[src/rtl/chwc_pkg.sv]
`timescale 1ns / 1ps
// ----------------------------------------------------------------------------
// chwc_pkg: compass heading shared definitions
// Widths, CORDIC arctangent table, heading constants and the calibration
// status bundle passed from the calibration unit to the sequencer.
// ----------------------------------------------------------------------------
package chwc_pkg;

  // Sample and iteration sizing
  localparam int SAMPLE_BITS  = 16;
  localparam int CORDIC_STEPS = 16;
  localparam int STEP_W       = $clog2(CORDIC_STEPS);
  localparam int TAB_LEN      = 24;

  // CORDIC datapath: magnitudes scaled up to bit 40, plus gain headroom and sign
  localparam int SCALE = 40 - SAMPLE_BITS;
  localparam int CW    = 43;
  // Angle accumulator in tenths of a degree times 2^16
  localparam int ZW    = 28;
  localparam int HW    = 29;
  localparam int FRAC  = 16;

  // Configuration register indexes
  localparam int CFG_IDX_W = 2;
  localparam logic [CFG_IDX_W-1:0] REG_OFFSET_X   = 2'd0;
  localparam logic [CFG_IDX_W-1:0] REG_OFFSET_Y   = 2'd1;
  localparam logic [CFG_IDX_W-1:0] REG_CAL_COUNT  = 2'd2;
  localparam logic [15:0]          CAL_COUNT_RST  = 16'd500;

  // Input operation codes
  localparam logic OP_SAMPLE    = 1'b0;
  localparam logic OP_CAL_START = 1'b1;

  // Heading output
  localparam int HEAD_W = 12;
  localparam logic [HEAD_W-1:0] HEAD_EAST  = 12'd0;
  localparam logic [HEAD_W-1:0] HEAD_NORTH = 12'd900;
  localparam logic [HEAD_W-1:0] HEAD_WEST  = 12'd1800;
  localparam logic [HEAD_W-1:0] HEAD_SOUTH = 12'd2700;

  localparam logic signed [HW-1:0] QUARTER = HW'(900 * 65536);
  localparam logic signed [ZW-1:0] Z_MIN   = ZW'(1);
  localparam logic signed [ZW-1:0] Z_MAX   = ZW'(900 * 65536 - 1);

  // atan(2^-i) in tenths of a degree times 2^16, rounded to nearest
  localparam logic signed [ZW-1:0] ATAN_TAB [TAB_LEN] = '{
    28'sd29491200, 28'sd17409672, 28'sd9198793, 28'sd4669451,
    28'sd2343786,  28'sd1173036,  28'sd586661,  28'sd293348,
    28'sd146676,   28'sd73339,    28'sd36669,   28'sd18335,
    28'sd9167,     28'sd4584,     28'sd2292,    28'sd1146,
    28'sd573,      28'sd286,      28'sd143,     28'sd72,
    28'sd36,       28'sd18,       28'sd9,       28'sd4
  };

  // Calibration status toward the sequencer
  typedef struct packed {
    logic                          active;
    logic                          done;
    logic signed [SAMPLE_BITS-1:0] off_x;
    logic signed [SAMPLE_BITS-1:0] off_y;
  } cal_stat_t;

endpackage

[src/rtl/chwc_cal.sv]
`timescale 1ns / 1ps
// ----------------------------------------------------------------------------
// chwc_cal: hard-iron calibration unit
// Tracks per-axis min/max during calibration, counts down the sample budget,
// and owns the live offsets (loaded by config writes or calibration end).
// ----------------------------------------------------------------------------
module chwc_cal (
  input  logic                                    clk_i,
  input  logic                                    rst_ni,
  input  logic                                    accept_i,
  input  logic                                    op_i,
  input  logic signed [chwc_pkg::SAMPLE_BITS-1:0] mag_x_i,
  input  logic signed [chwc_pkg::SAMPLE_BITS-1:0] mag_y_i,
  input  logic                                    cfg_we_i,
  input  logic [chwc_pkg::CFG_IDX_W-1:0]          cfg_idx_i,
  input  logic [15:0]                             cfg_data_i,
  output chwc_pkg::cal_stat_t                     stat_o
);

  localparam int SB = chwc_pkg::SAMPLE_BITS;

  logic signed [SB-1:0] min_x_q, max_x_q, min_y_q, max_y_q;
  logic signed [SB-1:0] min_x_d, max_x_d, min_y_d, max_y_d;
  logic signed [SB-1:0] off_x_q, off_y_q, off_x_d, off_y_d;
  logic [15:0]          count_q, count_d, budget_q, budget_d;
  logic                 active_q, active_d, done_q, done_d;
  logic signed [SB-1:0] nmin_x, nmax_x, nmin_y, nmax_y;
  logic signed [SB:0]   sum_x, sum_y;

  // Extremes including the current sample
  always_comb begin
    nmin_x = (mag_x_i < min_x_q) ? mag_x_i : min_x_q;
    nmax_x = (mag_x_i > max_x_q) ? mag_x_i : max_x_q;
    nmin_y = (mag_y_i < min_y_q) ? mag_y_i : min_y_q;
    nmax_y = (mag_y_i > max_y_q) ? mag_y_i : max_y_q;
    sum_x  = (SB+1)'(nmin_x) + (SB+1)'(nmax_x);
    sum_y  = (SB+1)'(nmin_y) + (SB+1)'(nmax_y);
  end

  // Next-state for config writes and accepted words
  always_comb begin
    min_x_d  = min_x_q;
    max_x_d  = max_x_q;
    min_y_d  = min_y_q;
    max_y_d  = max_y_q;
    off_x_d  = off_x_q;
    off_y_d  = off_y_q;
    count_d  = count_q;
    budget_d = budget_q;
    active_d = active_q;
    done_d   = done_q;
    if (cfg_we_i) begin
      case (cfg_idx_i)
        chwc_pkg::REG_OFFSET_X:  off_x_d  = SB'(cfg_data_i);
        chwc_pkg::REG_OFFSET_Y:  off_y_d  = SB'(cfg_data_i);
        chwc_pkg::REG_CAL_COUNT: budget_d = cfg_data_i;
        default: ;
      endcase
    end
    if (accept_i) begin
      done_d = 1'b0;
      if (op_i == chwc_pkg::OP_CAL_START) begin
        active_d = 1'b1;
        min_x_d  = '0;
        max_x_d  = '0;
        min_y_d  = '0;
        max_y_d  = '0;
        count_d  = budget_q;
      end else if (active_q) begin
        min_x_d = nmin_x;
        max_x_d = nmax_x;
        min_y_d = nmin_y;
        max_y_d = nmax_y;
        if (count_q != '0) begin
          count_d = count_q - 16'd1;
        end else begin
          // Midpoint, truncated toward zero
          active_d = 1'b0;
          done_d   = 1'b1;
          off_x_d  = SB'((sum_x + (SB+1)'(sum_x[SB])) >>> 1);
          off_y_d  = SB'((sum_y + (SB+1)'(sum_y[SB])) >>> 1);
        end
      end
    end
  end

  always_ff @(posedge clk_i or negedge rst_ni) begin
    if (!rst_ni) begin
      min_x_q  <= '0;
      max_x_q  <= '0;
      min_y_q  <= '0;
      max_y_q  <= '0;
      off_x_q  <= '0;
      off_y_q  <= '0;
      count_q  <= '0;
      budget_q <= chwc_pkg::CAL_COUNT_RST;
      active_q <= 1'b0;
      done_q   <= 1'b0;
    end else begin
      min_x_q  <= min_x_d;
      max_x_q  <= max_x_d;
      min_y_q  <= min_y_d;
      max_y_q  <= max_y_d;
      off_x_q  <= off_x_d;
      off_y_q  <= off_y_d;
      count_q  <= count_d;
      budget_q <= budget_d;
      active_q <= active_d;
      done_q   <= done_d;
    end
  end

  assign stat_o.active = active_q;
  assign stat_o.done   = done_q;
  assign stat_o.off_x  = off_x_q;
  assign stat_o.off_y  = off_y_q;

endmodule

[src/rtl/chwc_cordic.sv]
`timescale 1ns / 1ps
// ----------------------------------------------------------------------------
// chwc_cordic: iterative vectoring CORDIC
// One shift-add step per cycle on shared registers; returns the first-quadrant
// angle of (|x|, |y|) in tenths of a degree times 2^16.
// ----------------------------------------------------------------------------
module chwc_cordic (
  input  logic                                clk_i,
  input  logic                                rst_ni,
  input  logic                                start_i,
  input  logic [chwc_pkg::SAMPLE_BITS-1:0]    mag_x_i,
  input  logic [chwc_pkg::SAMPLE_BITS-1:0]    mag_y_i,
  output logic                                done_o,
  output logic signed [chwc_pkg::ZW-1:0]      z_o
);

  localparam int CW = chwc_pkg::CW;
  localparam int ZW = chwc_pkg::ZW;
  localparam int SW = chwc_pkg::STEP_W;
  localparam int TW = $clog2(chwc_pkg::TAB_LEN);

  logic signed [CW-1:0] x_q, y_q, dx, dy;
  logic signed [ZW-1:0] z_q;
  logic [SW-1:0]        step_q;
  logic                 busy_q, done_q, last;

  // Shared shifter: floor shift by the step index
  always_comb begin
    dx   = y_q >>> step_q;
    dy   = x_q >>> step_q;
    last = (step_q == SW'(chwc_pkg::CORDIC_STEPS - 1));
  end

  // Control: step counter and done pulse
  always_ff @(posedge clk_i or negedge rst_ni) begin
    if (!rst_ni) begin
      busy_q <= 1'b0;
      done_q <= 1'b0;
      step_q <= '0;
    end else begin
      done_q <= busy_q && last;
      if (start_i) begin
        busy_q <= 1'b1;
        step_q <= '0;
      end else if (busy_q) begin
        step_q <= step_q + SW'(1);
        if (last) begin
          busy_q <= 1'b0;
        end
      end
    end
  end

  // Datapath: load scaled magnitudes, then rotate toward the x axis
  always_ff @(posedge clk_i) begin
    if (start_i) begin
      x_q <= signed'(CW'(mag_x_i) << chwc_pkg::SCALE);
      y_q <= signed'(CW'(mag_y_i) << chwc_pkg::SCALE);
      z_q <= '0;
    end else if (busy_q) begin
      if (!y_q[CW-1]) begin
        x_q <= x_q + dx;
        y_q <= y_q - dy;
        z_q <= z_q + chwc_pkg::ATAN_TAB[TW'(step_q)];
      end else begin
        x_q <= x_q - dx;
        y_q <= y_q + dy;
        z_q <= z_q - chwc_pkg::ATAN_TAB[TW'(step_q)];
      end
    end
  end

  assign done_o = done_q;
  assign z_o    = z_q;

endmodule

[src/rtl/compass_heading_with_calibration.sv]
`timescale 1ns / 1ps
// ----------------------------------------------------------------------------
// compass_heading_with_calibration: magnetometer heading with hard-iron cal
// Offset-corrects each X/Y sample, runs an iterative CORDIC atan2 and
// reports the heading in tenths of a degree plus calibration status.
//
//  channel  direction  handshake             payload
//  in       input      in_valid_i/in_ready_o op, mag_x, mag_y
//  out      output     out_valid_o/out_ready_i heading, calibrating, done, offsets
//  cfg      input      cfg_we_i              cfg_idx_i, cfg_data_i
//
//  A sample passes from accept through a correction state (ST_PREP), the
//  CORDIC run (ST_RUN, one CORDIC step per cycle in the shared shift-add
//  unit, until its finish is seen) and a result state (ST_FIN) that waits
//  for a free output register; the next word is taken after that. A start
//  command goes straight to ST_FIN; a zero-axis sample skips the CORDIC.
//  One word is in work at a time; in_ready_o is high only when idle, and a
//  new word may be taken while the previous result waits in the output register.
//  Reset clears control, calibration state and offsets; calib count resets to 500.
// ----------------------------------------------------------------------------
module compass_heading_with_calibration (
  input  logic                                     clk_i,
  input  logic                                     rst_ni,
  input  logic                                     in_valid_i,
  output logic                                     in_ready_o,
  input  logic                                     op_i,
  input  logic signed [chwc_pkg::SAMPLE_BITS-1:0]  mag_x_i,
  input  logic signed [chwc_pkg::SAMPLE_BITS-1:0]  mag_y_i,
  output logic                                     out_valid_o,
  input  logic                                     out_ready_i,
  output logic [chwc_pkg::HEAD_W-1:0]              heading_tenths_o,
  output logic                                     calibrating_o,
  output logic                                     calib_done_o,
  output logic signed [chwc_pkg::SAMPLE_BITS-1:0]  offset_x_out_o,
  output logic signed [chwc_pkg::SAMPLE_BITS-1:0]  offset_y_out_o,
  input  logic                                     cfg_we_i,
  input  logic [chwc_pkg::CFG_IDX_W-1:0]           cfg_idx_i,
  input  logic [15:0]                              cfg_data_i
);

  localparam int SB = chwc_pkg::SAMPLE_BITS;
  localparam int HW = chwc_pkg::HW;
  localparam int ZW = chwc_pkg::ZW;

  typedef enum logic [3:0] {
    ST_IDLE = 4'b0001,
    ST_PREP = 4'b0010,
    ST_RUN  = 4'b0100,
    ST_FIN  = 4'b1000
  } state_e;

  state_e               state_q, state_d;
  chwc_pkg::cal_stat_t  cal_stat;
  logic                 accept, out_free, cor_start, cor_done;
  logic signed [SB-1:0] mag_x_q, mag_y_q, cx, cy;
  logic [SB-1:0]        abs_x, abs_y;
  logic signed [ZW-1:0] z, z_c;
  logic signed [HW-1:0] h;
  logic                 sx_q, sy_q, fixed_q;
  logic [chwc_pkg::HEAD_W-1:0] fixed_head_q, head;
  logic                 out_valid_q;
  logic [chwc_pkg::HEAD_W-1:0] head_q;
  logic                 cal_q, done_q;
  logic signed [SB-1:0] offx_q, offy_q;

  assign accept     = in_valid_i && in_ready_o;
  assign in_ready_o = (state_q == ST_IDLE);
  assign out_free   = !out_valid_q || out_ready_i;

  chwc_cal u_cal (
    .clk_i      (clk_i),
    .rst_ni     (rst_ni),
    .accept_i   (accept),
    .op_i       (op_i),
    .mag_x_i    (mag_x_i),
    .mag_y_i    (mag_y_i),
    .cfg_we_i   (cfg_we_i),
    .cfg_idx_i  (cfg_idx_i),
    .cfg_data_i (cfg_data_i),
    .stat_o     (cal_stat)
  );

  // Offset correction with wrap, and axis magnitudes
  always_comb begin
    cx    = mag_x_q - cal_stat.off_x;
    cy    = mag_y_q - cal_stat.off_y;
    abs_x = cx[SB-1] ? SB'(-cx) : SB'(cx);
    abs_y = cy[SB-1] ? SB'(-cy) : SB'(cy);
  end

  assign cor_start = (state_q == ST_PREP) && (cx != '0) && (cy != '0);

  chwc_cordic u_cordic (
    .clk_i   (clk_i),
    .rst_ni  (rst_ni),
    .start_i (cor_start),
    .mag_x_i (abs_x),
    .mag_y_i (abs_y),
    .done_o  (cor_done),
    .z_o     (z)
  );

  // Clamp the first-quadrant angle and map it to its quadrant
  always_comb begin
    z_c = z;
    if (z < chwc_pkg::Z_MIN) begin
      z_c = chwc_pkg::Z_MIN;
    end else if (z > chwc_pkg::Z_MAX) begin
      z_c = chwc_pkg::Z_MAX;
    end
    if (!sx_q && !sy_q) begin
      h = HW'(z_c);
    end else if (sx_q && !sy_q) begin
      h = (chwc_pkg::QUARTER <<< 1) - HW'(z_c);
    end else if (sx_q) begin
      h = (chwc_pkg::QUARTER <<< 1) + HW'(z_c);
    end else begin
      h = (chwc_pkg::QUARTER <<< 2) - HW'(z_c);
    end
    head = fixed_q ? fixed_head_q
                   : h[chwc_pkg::FRAC +: chwc_pkg::HEAD_W];
  end

  // Sequencer
  always_comb begin
    state_d = state_q;
    case (state_q)
      ST_IDLE: begin
        if (accept) begin
          state_d = (op_i == chwc_pkg::OP_CAL_START) ? ST_FIN : ST_PREP;
        end
      end
      ST_PREP: state_d = cor_start ? ST_RUN : ST_FIN;
      ST_RUN:  if (cor_done) state_d = ST_FIN;
      ST_FIN:  if (out_free) state_d = ST_IDLE;
      default: state_d = ST_IDLE;
    endcase
  end

  always_ff @(posedge clk_i or negedge rst_ni) begin
    if (!rst_ni) begin
      state_q     <= ST_IDLE;
      out_valid_q <= 1'b0;
    end else begin
      state_q <= state_d;
      if (state_q == ST_FIN && out_free) begin
        out_valid_q <= 1'b1;
      end else if (out_ready_i) begin
        out_valid_q <= 1'b0;
      end
    end
  end

  // Capture the sample, settle zero-axis cases, load the result word
  always_ff @(posedge clk_i) begin
    if (accept) begin
      mag_x_q      <= mag_x_i;
      mag_y_q      <= mag_y_i;
      fixed_q      <= 1'b1;
      fixed_head_q <= chwc_pkg::HEAD_EAST;
    end
    if (state_q == ST_PREP) begin
      sx_q    <= cx[SB-1];
      sy_q    <= cy[SB-1];
      fixed_q <= !cor_start;
      if (cy == '0) begin
        fixed_head_q <= cx[SB-1] ? chwc_pkg::HEAD_WEST : chwc_pkg::HEAD_EAST;
      end else begin
        fixed_head_q <= cy[SB-1] ? chwc_pkg::HEAD_SOUTH : chwc_pkg::HEAD_NORTH;
      end
    end
    if (state_q == ST_FIN && out_free) begin
      head_q <= head;
      cal_q  <= cal_stat.active;
      done_q <= cal_stat.done;
      offx_q <= cal_stat.off_x;
      offy_q <= cal_stat.off_y;
    end
  end

  assign out_valid_o      = out_valid_q;
  assign heading_tenths_o = head_q;
  assign calibrating_o    = cal_q;
  assign calib_done_o     = done_q;
  assign offset_x_out_o   = offx_q;
  assign offset_y_out_o   = offy_q;

endmodule
[config.mk]
export PLATFORM = sky130hd
export DESIGN_NAME = compass_heading_with_calibration
export DESIGN_NICKNAME = d
export VERILOG_FILES = /design/src/rtl/chwc_pkg.sv /design/src/rtl/chwc_cal.sv /design/src/rtl/chwc_cordic.sv /design/src/rtl/compass_heading_with_calibration.sv
export SDC_FILE = /design/constraint.sdc
export NUM_CORES = 2
export LEC_CHECK = 0
export CAP_MARGIN = 20
export CORE_MARGIN = 2
export CORE_UTILIZATION = 57
export CTS_CLUSTER_SIZE = 30
export DETAILED_ROUTE_END_ITERATION = 7
export DONT_BUFFER_PORTS = 1
export GPL_TIMING_DRIVEN = 0
export HOLD_SLACK_MARGIN = 0.12
export PLACE_DENSITY = 0.7
export SETUP_SLACK_MARGIN = 0.5
export SLEW_MARGIN = 10
export SYNTH_ARGS = -nofsm -noshare
export SYNTH_HDL_FRONTEND = slang
export SYNTH_SLANG_ARGS = --single-unit
[constraint.sdc]
create_clock -name clk_i -period 12.6 [get_ports clk_i]
set_input_delay 0.63 -clock clk_i [delete_from_list [all_inputs] [get_ports clk_i]]
set_output_delay 0.63 -clock clk_i [all_outputs]
set_load 0.02 [all_outputs]
==> results.yml <==
sta:
  worst_pin_slew_ns: 1.170
  setup_viol: 0
  rsz0062_at_grt: "false"
  slew_headroom_pct: 22.01
  skew_ns: 0.02564
  final_max_slew_viol_count: 0
  fin_crit_sh_pct: 87.33
  fmax_mhz: 90.88
  finalCriticalPeriod_ns: 11.00
  setup_tns_ns: 0
  hold_viol_final: 0
synthesis:
  synth_xor_area_share_pct: 7.519
  synth_top_area_cell: "edfxtp_1"
  synth_edf_count: 119
  synth_nets: 4296
  ys.flop_type: "dfrtp_1"
  synth_compound_area_share_pct: 21.61
  async_flop_share_pct: 41.23
  synth_warnings: 0
  synth_common_cells: "nor2_1, a21oi_1, nand2_1, ha_1, o21ai_0"
  netlist.area_leader.share_pct: 10.29
  synth.distinct_cells: 113
  synth.avg_cell_area_um2: 8.733
  synth_top_family_by_area: "compound AO/OA/AOI/OAI gates"
  syn-cell-area_um2: 34710
  synthSimpleGateAreaFrac_pct: 16.56
  synth_fa_ha_area_share_pct: 9.703
  synth_most_common_cell: "nor2_1"
  synthTopCellsByArea: "edfxtp_1, dfrtp_1, ha_1"
  synth-seq-area-share_pct: 25.21
  muxShareOfSynthArea_pct: 13.79
  ys_seq_elements: 342
  synth_cells: 3975
route:
  routed_via_density: 6.713
  drt_iter0_markers: 3647
  drc: 0
  vias: 32700
  first_pass_iters: 6
  routed_wirelength_um: 127500
  wl_per_cell_um: 26.19
  postRouteAntennaNets: 0
cts:
  clk_latency_ns: 0.61
  cts_made_buffers: 41
  cts_buffer_depth: 3
  root_buffer: "clkbuf_16"
  cts_resized: 0
  path_clk_slew_ns: 0.06
  tritoncts: "done"
  h-tree-depth: 2
  clkSinkCount: 342
setup_path:
  crit_required_ns: 13.14
  critPathKind: "reg2reg"
  start_kind: "register"
  cp_slowest_cell: "clkbuf_1"
  cp_slowest_stage_delay_ns: 0.71
  cp_common_cell: "buf_4"
  path_max_fanout: 10
  end_kind: "register"
  arrival_ns: 11.54
grt:
  grt.total_usage_pct: 39.77
  grt_max_degree: 142
  grt_overflow: 0
  antenna_found_initial: 3
  grt_pass1_vias: 30810
  grt_pass1_wl_um: 191200
cells_and_area:
  num-nets-final: 4377
  drive_gt1_share_pct: 9.807
  regArea_um2: 8752
  multi_input_area_um2: 24030
  antenna_cells: 0
  areaGrowthSynthToFinish_pct: 8.171
  fin_area_um2: 37550
  fill_cells: 5355
floorplanning:
  num_rows: 90
  die_y_um: 250.8
  io_pins: 104
  die_area_um2: 62890
  initial_core_util_pct: 57.62
  die_w_um: 250.8
  coreArea_um2: 60250
outcome:
  status: "finished clean"
placement:
  portBuffers: 0
  dp_hpwl_um: 98380
  post_dp_cell_area_um2: 35840
  gp_congestion: 1.054
hold_path:
  min_path_type: "in2reg"
run:
  maxCapViolations: 0
layout by cell type (no fill, tap or decap), types with 35 or more instances in the layout:
master,n
dfxtp_1,82
nor3_1,80
dfrtp_1,134
a21o_1,71
xnor2_1,199
a211oi_1,69
nor2b_1,58
mux4_2,61
nor2_1,393
nand3_1,86
clkbuf_16,42
edfxtp_1,119
ha_1,258
mux2_2,118
nand4_1,37
xor2_1,99
nand2_1,269
o21a_1,57
a22o_1,52
o21ai_0,253
a31oi_1,46
nand2b_1,35
inv_1,170
mux2i_1,124
a21oi_1,329
clkbuf_1,151
sequential cells by signal, summed over array words and instances, names as in the netlist, 16 cells and up:
name            flops
u_cordic.x_q       43
u_cordic.y_q       43
u_cordic.z_o       28
mag_x_q            16
mag_y_q            16
offset_x_out_o     16
offset_y_out_o     16
u_cal.budget_q     16
u_cal.count_q      16
u_cal.max_x_q      16
u_cal.max_y_q      16
u_cal.min_x_q      16
u_cal.min_y_q      16
u_cal.off_x_q      16
u_cal.off_y_q      16
metal layers:
| layer | vias up | track usage, % | routed length [um] |
|---|---|---|---|
| met5 | - | 0 | 27 |
| met4 | 4 | 19.62 | 7300 |
| met2 | 1633 | 63.84 | 57540 |
| met1 | 15750 | 51.34 | 51130 |
| met3 | 356 | 7.879 | 11550 |
| li1 | 14960 | - | - |
path summary, 6_finish.rpt:
check / startpoint / slack, ns / endpoint / cells after the start
setup / recovery: u_cordic.step_q[2]$_DFFE_PN0P_ / 1.60 / u_cordic.y_q[40]$_SDFFE_PP0P_ / 34
hold / removal: mag_y_i[3] / 0.14 / mag_y_q[3]$_DFFE_PP_ / 0
setup reg to reg: u_cordic.step_q[2]$_DFFE_PN0P_ / 1.60 / u_cordic.y_q[40]$_SDFFE_PP0P_ / 34
hold reg to reg: u_cal.off_x_q[1]$_DFF_PN0_ / 0.45 / offset_x_out_o[1]$_DFFE_PP_ / 0
max in group asynchronous: rst_ni / 11.11 / u_cal.max_x_q[14]$_DFFE_PN0P_ / 2
min in group asynchronous: rst_ni / 0.70 / u_cordic.step_q[3]$_DFFE_PN0P_ / 2
kinds of logic after synthesis:
family	count (synthesis)
mux	337
compound gates	1157
simple gates	1181
fa+ha+maj	265
xor+xnor	298
buf+inv	395
flops	342
stage by stage:
step	util, %	setup slack, ns	hold slack [ns]	cells
after floorplan	-	5.606	0.3344	3975
after global placement	59.24	1.943	0.3382	4757
after detailed placement	59.50	2.050	0.3388	4767
after CTS	62.17	1.999	0.1227	4862
after global routing	62.33	1.356	0.1203	4871
final	62.33	1.597	0.1384	4871
final cells by class:
type                            instances  area share [%]
Inverter                              174           1.739
Buffer                                221           3.449
Sequential cell                       342           23.31
Multi-Input combinational cell       3238           64.00
Tap cell                              782           2.606
Clock inverter                         28          0.8530
Clock buffer                           48           2.886
Timing Repair Buffer                   38           1.160
critical path: cells and delay by family, from the launching register on:
| family | cells | cell delay, ns |
|---|---|---|
| buffers and inverters | 13 | 4.78 |
| AOI/OAI and AO/OA | 8 | 2.24 |
| and+or+nand+nor | 8 | 1.99 |
| DFF | 1 | 0.64 |
| adders and majority gates | 2 | 0.57 |
| xor gates and xnor gates | 2 | 0.51 |
| muxes | 1 | 0.15 |
timing repair:
| action | in CTS | in global routing |
|---|---|---|
| setup endpoints to repair | 0 | 0 |
| hold endpoints to repair | 158 | 8 |
| setup buffers | 0 | 0 |
| hold buffers | 19 | 8 |
Power is not shown: default switching activity piles up to over one toggle a cycle in this logic, so the estimate is an artifact.
